`config.mk`:
```
export PLATFORM = sky130hd
export DESIGN_NAME = dtocr_ctrl
export DESIGN_NICKNAME = d
export VERILOG_FILES = /design/src/dtocr_pkg.sv /design/src/dtocr_ctrl.sv
export VERILOG_INCLUDE_DIRS = /design/src /design/src/src
export SDC_FILE = /design/constraint.sdc
export NUM_CORES = 1
export LEC_CHECK = 0
export BUFFER_PORTS_ARGS = -buffer_cell sky130_fd_sc_hd__buf_4
export CORE_AREA = 3 3 40 42
export CTS_CLUSTER_SIZE = 10
export DETAILED_ROUTE_END_ITERATION = 10
export DIE_AREA = 0 0 43 45
export SYNTH_ARGS = -nofsm -noshare
export SYNTH_HDL_FRONTEND = slang
export SYNTH_SLANG_ARGS = --single-unit
```
`constraint.sdc`:
```
create_clock -name clk_i -period 4.6 [get_ports clk_i]
set_clock_uncertainty 0.1 [all_clocks]
set_input_delay 1.15 -clock clk_i [delete_from_list [all_inputs] [get_ports clk_i]]
set_output_delay 1.15 -clock clk_i [all_outputs]
set_load 0.01 [all_outputs]
```
`src/assert_macros.svh`:
```
// Assertion helpers for the RTL
`ifndef ASSERT_MACROS_SVH
`define ASSERT_MACROS_SVH

// Clocked assertion on clk_i, masked while rst_ni is low
`define ASSERT_CLK(lbl, prop, msg) \
  lbl: assert property (@(posedge clk_i) disable iff (!rst_ni) (prop)) else $error(msg);

// Property that must never hold
`define ASSERT_NEVER(lbl, prop, msg) \
  lbl: assert property (@(posedge clk_i) disable iff (!rst_ni) !(prop)) else $error(msg);

`endif

```
`src/dtocr_pkg.sv`:
```
// ----------------------------------------------------------------------------
// dtocr_pkg
// Shared types, glyph table and controller/datapath interface structs.
// ----------------------------------------------------------------------------
package dtocr_pkg;

  localparam int unsigned GLYPH_COLS  = 5;
  localparam int unsigned GLYPH_ROWS  = 7;
  localparam int unsigned GLYPH_COUNT = 10;
  localparam int unsigned PIXEL_W     = 24;
  localparam int unsigned SIZE_W      = 7;
  localparam int unsigned DIGIT_W     = 4;
  localparam int unsigned SCORE_W     = 18;

  typedef logic [GLYPH_COLS-1:0] glyph_row_t;

  localparam glyph_row_t GLYPHS [GLYPH_COUNT][GLYPH_ROWS] = '{
    '{5'h1F, 5'h11, 5'h11, 5'h11, 5'h11, 5'h11, 5'h1F},
    '{5'h1C, 5'h04, 5'h04, 5'h04, 5'h05, 5'h05, 5'h1F},
    '{5'h1F, 5'h01, 5'h01, 5'h1F, 5'h10, 5'h10, 5'h1F},
    '{5'h1F, 5'h01, 5'h01, 5'h0F, 5'h01, 5'h01, 5'h1F},
    '{5'h10, 5'h12, 5'h12, 5'h12, 5'h1F, 5'h02, 5'h02},
    '{5'h0F, 5'h08, 5'h08, 5'h0F, 5'h01, 5'h01, 5'h1F},
    '{5'h10, 5'h10, 5'h10, 5'h1F, 5'h11, 5'h11, 5'h1F},
    '{5'h1F, 5'h01, 5'h01, 5'h02, 5'h04, 5'h04, 5'h04},
    '{5'h0E, 5'h0A, 5'h0A, 5'h1F, 5'h11, 5'h11, 5'h1F},
    '{5'h1F, 5'h11, 5'h1F, 5'h01, 5'h01, 5'h01, 5'h01}
  };

  // Glyph cell lookup; templates beyond the table are empty
  function automatic logic glyph_bit(input logic [3:0] t, input logic [2:0] r,
                                     input logic [2:0] c);
    glyph_row_t row;
    row = '0;
    if (32'(t) < GLYPH_COUNT && 32'(r) < GLYPH_ROWS && 32'(c) < GLYPH_COLS) begin
      row = GLYPHS[t][r];
      return row[3'(GLYPH_COLS - 1) - c];
    end
    return 1'b0;
  endfunction

  typedef struct packed {
    logic accept;
    logic col_init;
    logic col_step;
    logic row_init;
    logic row_rd;
    logic row_chk;
    logic match_init;
    logic match;
    logic drain;
    logic pick;
    logic finish;
  } cmd_t;

  typedef struct packed {
    logic col_done;
    logic row_done;
    logic match_last;
    logic pick_done;
  } status_t;

endpackage

```
`src/dtocr_ctrl.sv`:
```
// ----------------------------------------------------------------------------
// dtocr_ctrl
// Sequencer: pixel load, column scan, row scan, template match, pick, result.
// ----------------------------------------------------------------------------
`include "assert_macros.svh"

module dtocr_ctrl (
  input  logic              clk_i,
  input  logic              rst_ni,
  input  logic              start_i,
  input  logic              last_pixel_i,
  input  dtocr_pkg::status_t status_i,
  output dtocr_pkg::cmd_t    cmd_o,
  output logic              busy_o,
  output logic              done_o
);

  localparam logic [3:0] S_LOAD       = 4'd0;
  localparam logic [3:0] S_COL        = 4'd1;
  localparam logic [3:0] S_ROW_INIT   = 4'd2;
  localparam logic [3:0] S_ROW_RD     = 4'd3;
  localparam logic [3:0] S_ROW_CHK    = 4'd4;
  localparam logic [3:0] S_MATCH_INIT = 4'd5;
  localparam logic [3:0] S_MATCH      = 4'd6;
  localparam logic [3:0] S_DRAIN      = 4'd7;
  localparam logic [3:0] S_PICK       = 4'd8;
  localparam logic [3:0] S_DONE       = 4'd9;

  logic [3:0] state_q, state_d;
  logic       accept;

  assign busy_o = (state_q != S_LOAD);
  assign done_o = (state_q == S_DONE);
  assign accept = start_i && !busy_o;

  always_comb begin
    state_d = state_q;
    unique case (state_q)
      S_LOAD:       if (accept && last_pixel_i) state_d = S_COL;
      S_COL:        if (status_i.col_done) state_d = S_ROW_INIT;
      S_ROW_INIT:   state_d = S_ROW_RD;
      S_ROW_RD:     state_d = S_ROW_CHK;
      S_ROW_CHK:    state_d = status_i.row_done ? S_MATCH_INIT : S_ROW_RD;
      S_MATCH_INIT: state_d = S_MATCH;
      S_MATCH:      if (status_i.match_last) state_d = S_DRAIN;
      S_DRAIN:      state_d = S_PICK;
      S_PICK:       if (status_i.pick_done) state_d = S_DONE;
      S_DONE:       state_d = S_LOAD;
      default:      state_d = S_LOAD;
    endcase
  end

  always_comb begin
    cmd_o            = '0;
    cmd_o.accept     = accept;
    cmd_o.col_init   = accept && last_pixel_i;
    cmd_o.col_step   = (state_q == S_COL);
    cmd_o.row_init   = (state_q == S_ROW_INIT);
    cmd_o.row_rd     = (state_q == S_ROW_RD);
    cmd_o.row_chk    = (state_q == S_ROW_CHK);
    cmd_o.match_init = (state_q == S_MATCH_INIT);
    cmd_o.match      = (state_q == S_MATCH);
    cmd_o.drain      = (state_q == S_DRAIN);
    cmd_o.pick       = (state_q == S_PICK);
    cmd_o.finish     = (state_q == S_DONE);
  end

  always_ff @(posedge clk_i or negedge rst_ni) begin
    if (!rst_ni) begin
      state_q <= S_LOAD;
    end else begin
      state_q <= state_d;
    end
  end

  `ASSERT_CLK(a_last_goes_busy, accept && last_pixel_i |=> busy_o, "no busy after last pixel")
  `ASSERT_CLK(a_done_single, done_o |=> !done_o, "result strobe longer than one cycle")
  `ASSERT_NEVER(a_done_idle, done_o && !busy_o, "result while idle")

endmodule

```
**Word level (Yosys, flattened, before mapping)**

Cells that the tools add are included.

- Output and inout port bits: 13
- Logic and storage cells: 26
- Register bits after elaboration: 4

- Eq/ne operators: 13
- Reductions and logical operators: 6
- Mux-type cells: 6

Operator list:

| cell | count |
|---|---|
| $pmux W4 S9 | 1 |
| $eq A4 B3 Y1 const B | 4 |
| $mux W4 | 4 |
| $eq A4 B2 Y1 const B | 2 |
| $eq A4 B4 Y1 const B | 2 |
| $ne A2 B2 Y1 const B | 4 |
| $eq A4 B1 Y1 const B | 1 |
| $logic_not A4 Y1 | 1 |
| $reduce_and A4 Y1 | 1 |
| $reduce_bool A4 Y1 | 1 |
| $mux W3 | 1 |
| $logic_and A1 B1 Y1 | 2 |
| $logic_not A1 Y1 | 1 |

**Logic depth before layout (Yosys ltp)**

- Depth in word-level cells: 6
- Depth in mapped cells: 5

**Least setup slack after synthesis**

No wires, ideal clock.

- Path type: input to output
- From: input port start_i
- To: output port cmd_o[10] in the netlist's numbering
- Setup slack: 1.956 ns
- Stages: 2
- Data arrival time: 1.394 ns
- Required time: 3.350 ns
- Cells stage by stage: and2_1 -> buf_4

RTL lines:

| element | line | source |
|---|---|---|
| start: declaration | dtocr_ctrl.sv:10 | `input logic start_i,` |
| end: declaration | dtocr_ctrl.sv:13 | `output dtocr_pkg::cmd_t cmd_o,` |

==> summary.txt <==
Gr ovfl total -> 0
Relative slew margins -> 0.741
Worst EP required -> 3.35 ns
Max reg flops -> 4
Final TNS setup -> 0 ns
Worst-skew pair later-pin latency -> 0.23 ns
CTS tree -> done
Crit path kind -> input pin to output pin
Most frequent CP cell -> buf_4
Initial DRC Count -> 3
Post-route clock period utilization -> 0.602
GRT Total Usage -> 0.103
Clock slew seen by the registers of the worst setup and hold paths -> 0.04 ns
Syn_area_per_cell -> 7.95 um^2
CTS root buf -> clkbuf_4
Die Width -> 43 um
Pins over their slew limit -> 0
Largest regs -> state_q: 4 flops
Final Wtd Congestion -> 0.613
First-pass GRT wire length -> 1.45 mm
Final nets -> 75
Vias/cell -> 4.86
Setup bufs post-CTS -> 0
DP Worst Slack -> 1.83 ns
Largest stage delay, worst path -> 0.13 ns
Die area -> 0.00194 mm^2
Register with the highest flop count -> state_q
Fin crit period -> 2.77 ns
CTS Buffer Depth -> 2
Final WS setup -> 1.83 ns
Yosys warnings -> 0
Drt drc -> 0
# resized after CTS -> 0
CTS H-tree depth -> 1
Initial Utilization -> 0.297
CTS Hold Bufs -> 0
Row count -> 13
Synth Register Bits -> 4
Final Hold Slack -> 0.581 ns
Status -> completed
Leakage power -> 0.243 nW
Seq/Total Area, Yosys -> 0.262
Largest net degree at the start of global routing -> 14
Post-route insts no fill -> 80
WL/cell -> 10.6 um
Placed Cells -> 77
# setup viols final -> 0
Antenna violations before repair -> 0
Critical Path AT -> 1.52 ns
PortBufs -> 20
Synth-to-Final Area Change -> 38.0%
Inserted Clock Buffers -> 3
# diodes -> 0
FMAX -> 361 MHz
DP HPWL -> 660 um
DRT Pass-1 Iters -> 2
Die Y -> 45 um
Slowest-stage cell, CP -> buf_4
Fill cells -> 145
Worst Hold Class -> flip-flop to flip-flop
Synth Instances -> 48
Syn Nets -> 56
Total wire length -> 846 um
Worst-Margin Slew -> 0.389 ns
CP startpoint kind -> input pin
CP max FO -> 2
Max-capacitance violation count -> 0
Total number of vias -> 389
CP endpoint kind -> output pin
Fin. Hold Viols -> 0
Routed Antenna Nets -> 0
Maximum vdd drop -> 0.253 mV
Vias in the first global route -> 367
RSZ-0062 raised after global routing -> no
Syn Std Cell Area -> 382 um^2
Total power -> 347 uW
# IOs -> 21
Unique masters post-synth -> 23
CTS Sinks -> 4
Crit-path cells -> buf_4 > and2_1 > buf_4
Cell Pwr Density -> 660 mW/mm^2
Core area -> 0.00128 mm^2
Share of cells above drive strength 1 -> 0.431
final timing paths:
| kind | slack (ns) | depth (start not counted) | endpoint | start |
|---|---|---|---|---|
| max | 1.83 | 3 | cmd_o[10] | start_i |
| min | 0.58 | 1 | state_q[2]$_DFFE_PN0P_ | state_q[3]$_DFFE_PN0P_ |
| max reg2reg | 2.88 | 4 | state_q[0]$_DFFE_PN0P_ | state_q[3]$_DFFE_PN0P_ |
| min reg2reg | 0.58 | 1 | state_q[2]$_DFFE_PN0P_ | state_q[3]$_DFFE_PN0P_ |
| max in group asynchronous | 3.70 | 1 | state_q[3]$_DFFE_PN0P_ | rst_ni |
| min in group asynchronous | 0.60 | 1 | state_q[1]$_DFFE_PN0P_ | rst_ni |
cells in the mapped netlist:
library cell,n,share of area
a21oi_2,1,0.023
nand2_1,3,0.030
clkinv_1,1,0.0098
a21oi_1,1,0.013
nor2_1,10,0.098
and2_1,2,0.033
o211ai_2,1,0.033
mux2_1,1,0.030
or2_1,1,0.016
dfrtp_1,4,0.26
nor4_2,1,0.033
a2111oi_2,1,0.039
buf_6,1,0.030
or3_1,1,0.016
nor3b_1,1,0.020
nand2b_1,4,0.066
nor3_1,5,0.066
a2111oi_1,1,0.026
buf_4,4,0.079
buf_2,1,0.013
inv_1,1,0.0098
o21a_1,1,0.020
nand2b_4,1,0.036
stage by stage:
step	utilization	cell area [um^2]
floorplan	-	382
global placement	0.392	504
detailed placement	0.392	504
CTS	0.410	527
global route	0.410	527
finish	0.410	527
report_power, final:
| part | leakage, nW | total (mW) | internal, mW | switching (mW) |
|---|---|---|---|---|
| Sequential | 0.0494 | 0.106 | 0.0528 | 0.0533 |
| Combinational | 0.180 | 0.198 | 0.109 | 0.0895 |
| Clock | 0.0138 | 0.0430 | 0.0291 | 0.0139 |
cells by family after synthesis:
| family | count (synthesis) | synth area share |
|---|---|---|
| AO/OA/AOI/OAI | 6 | 0.154 |
| flip-flops | 4 | 0.262 |
| buffers and inverters | 8 | 0.141 |
| multiplexers | 1 | 0.0295 |
| AND/OR/NAND/NOR | 29 | 0.413 |
cell type report:
type	count	area [um^2]	share of cell area
inverters	2	7.51	0.0143
clock buffers	3	22.5	0.0428
repair buffers	20	150	0.285
well taps	15	18.8	0.0356
flip-flops and latches	4	100	0.190
multi-input cells	36	228	0.432
worst max-delay path: cells and delay by family:
kind	cells	cell delay, ns
buffers and inverters	2	0.24
and+or+nand+nor	1	0.12
metal layers:
layer / wire [um] / global-route usage / up-vias
met5: 0 / 0 / -
met4: 12 / 0.0542 / 0
met3: 68 / 0.0598 / 2
met2: 427 / 0.156 / 14
met1: 338 / 0.116 / 176
li1: - / - / 197
cells in the final DEF, fill, tap and decap left out:
| cell type | instances |
|---|---|
| a2111oi_1 | 1 |
| a2111oi_2 | 1 |
| a21oi_1 | 1 |
| a21oi_2 | 1 |
| and2_1 | 2 |
| buf_4 | 20 |
| clkbuf_4 | 3 |
| clkinv_1 | 1 |
| dfrtp_1 | 4 |
| inv_1 | 1 |
| mux2_1 | 1 |
| nand2_1 | 3 |
| nand2b_1 | 4 |
| nand2b_4 | 1 |
| nor2_1 | 10 |
| nor3_1 | 5 |
| nor3b_1 | 1 |
| nor4_2 | 1 |
| o211ai_2 | 1 |
| o21a_1 | 1 |
| or2_1 | 1 |
| or3_1 | 1 |
Note: power is estimated with default switching activity, not from simulation.
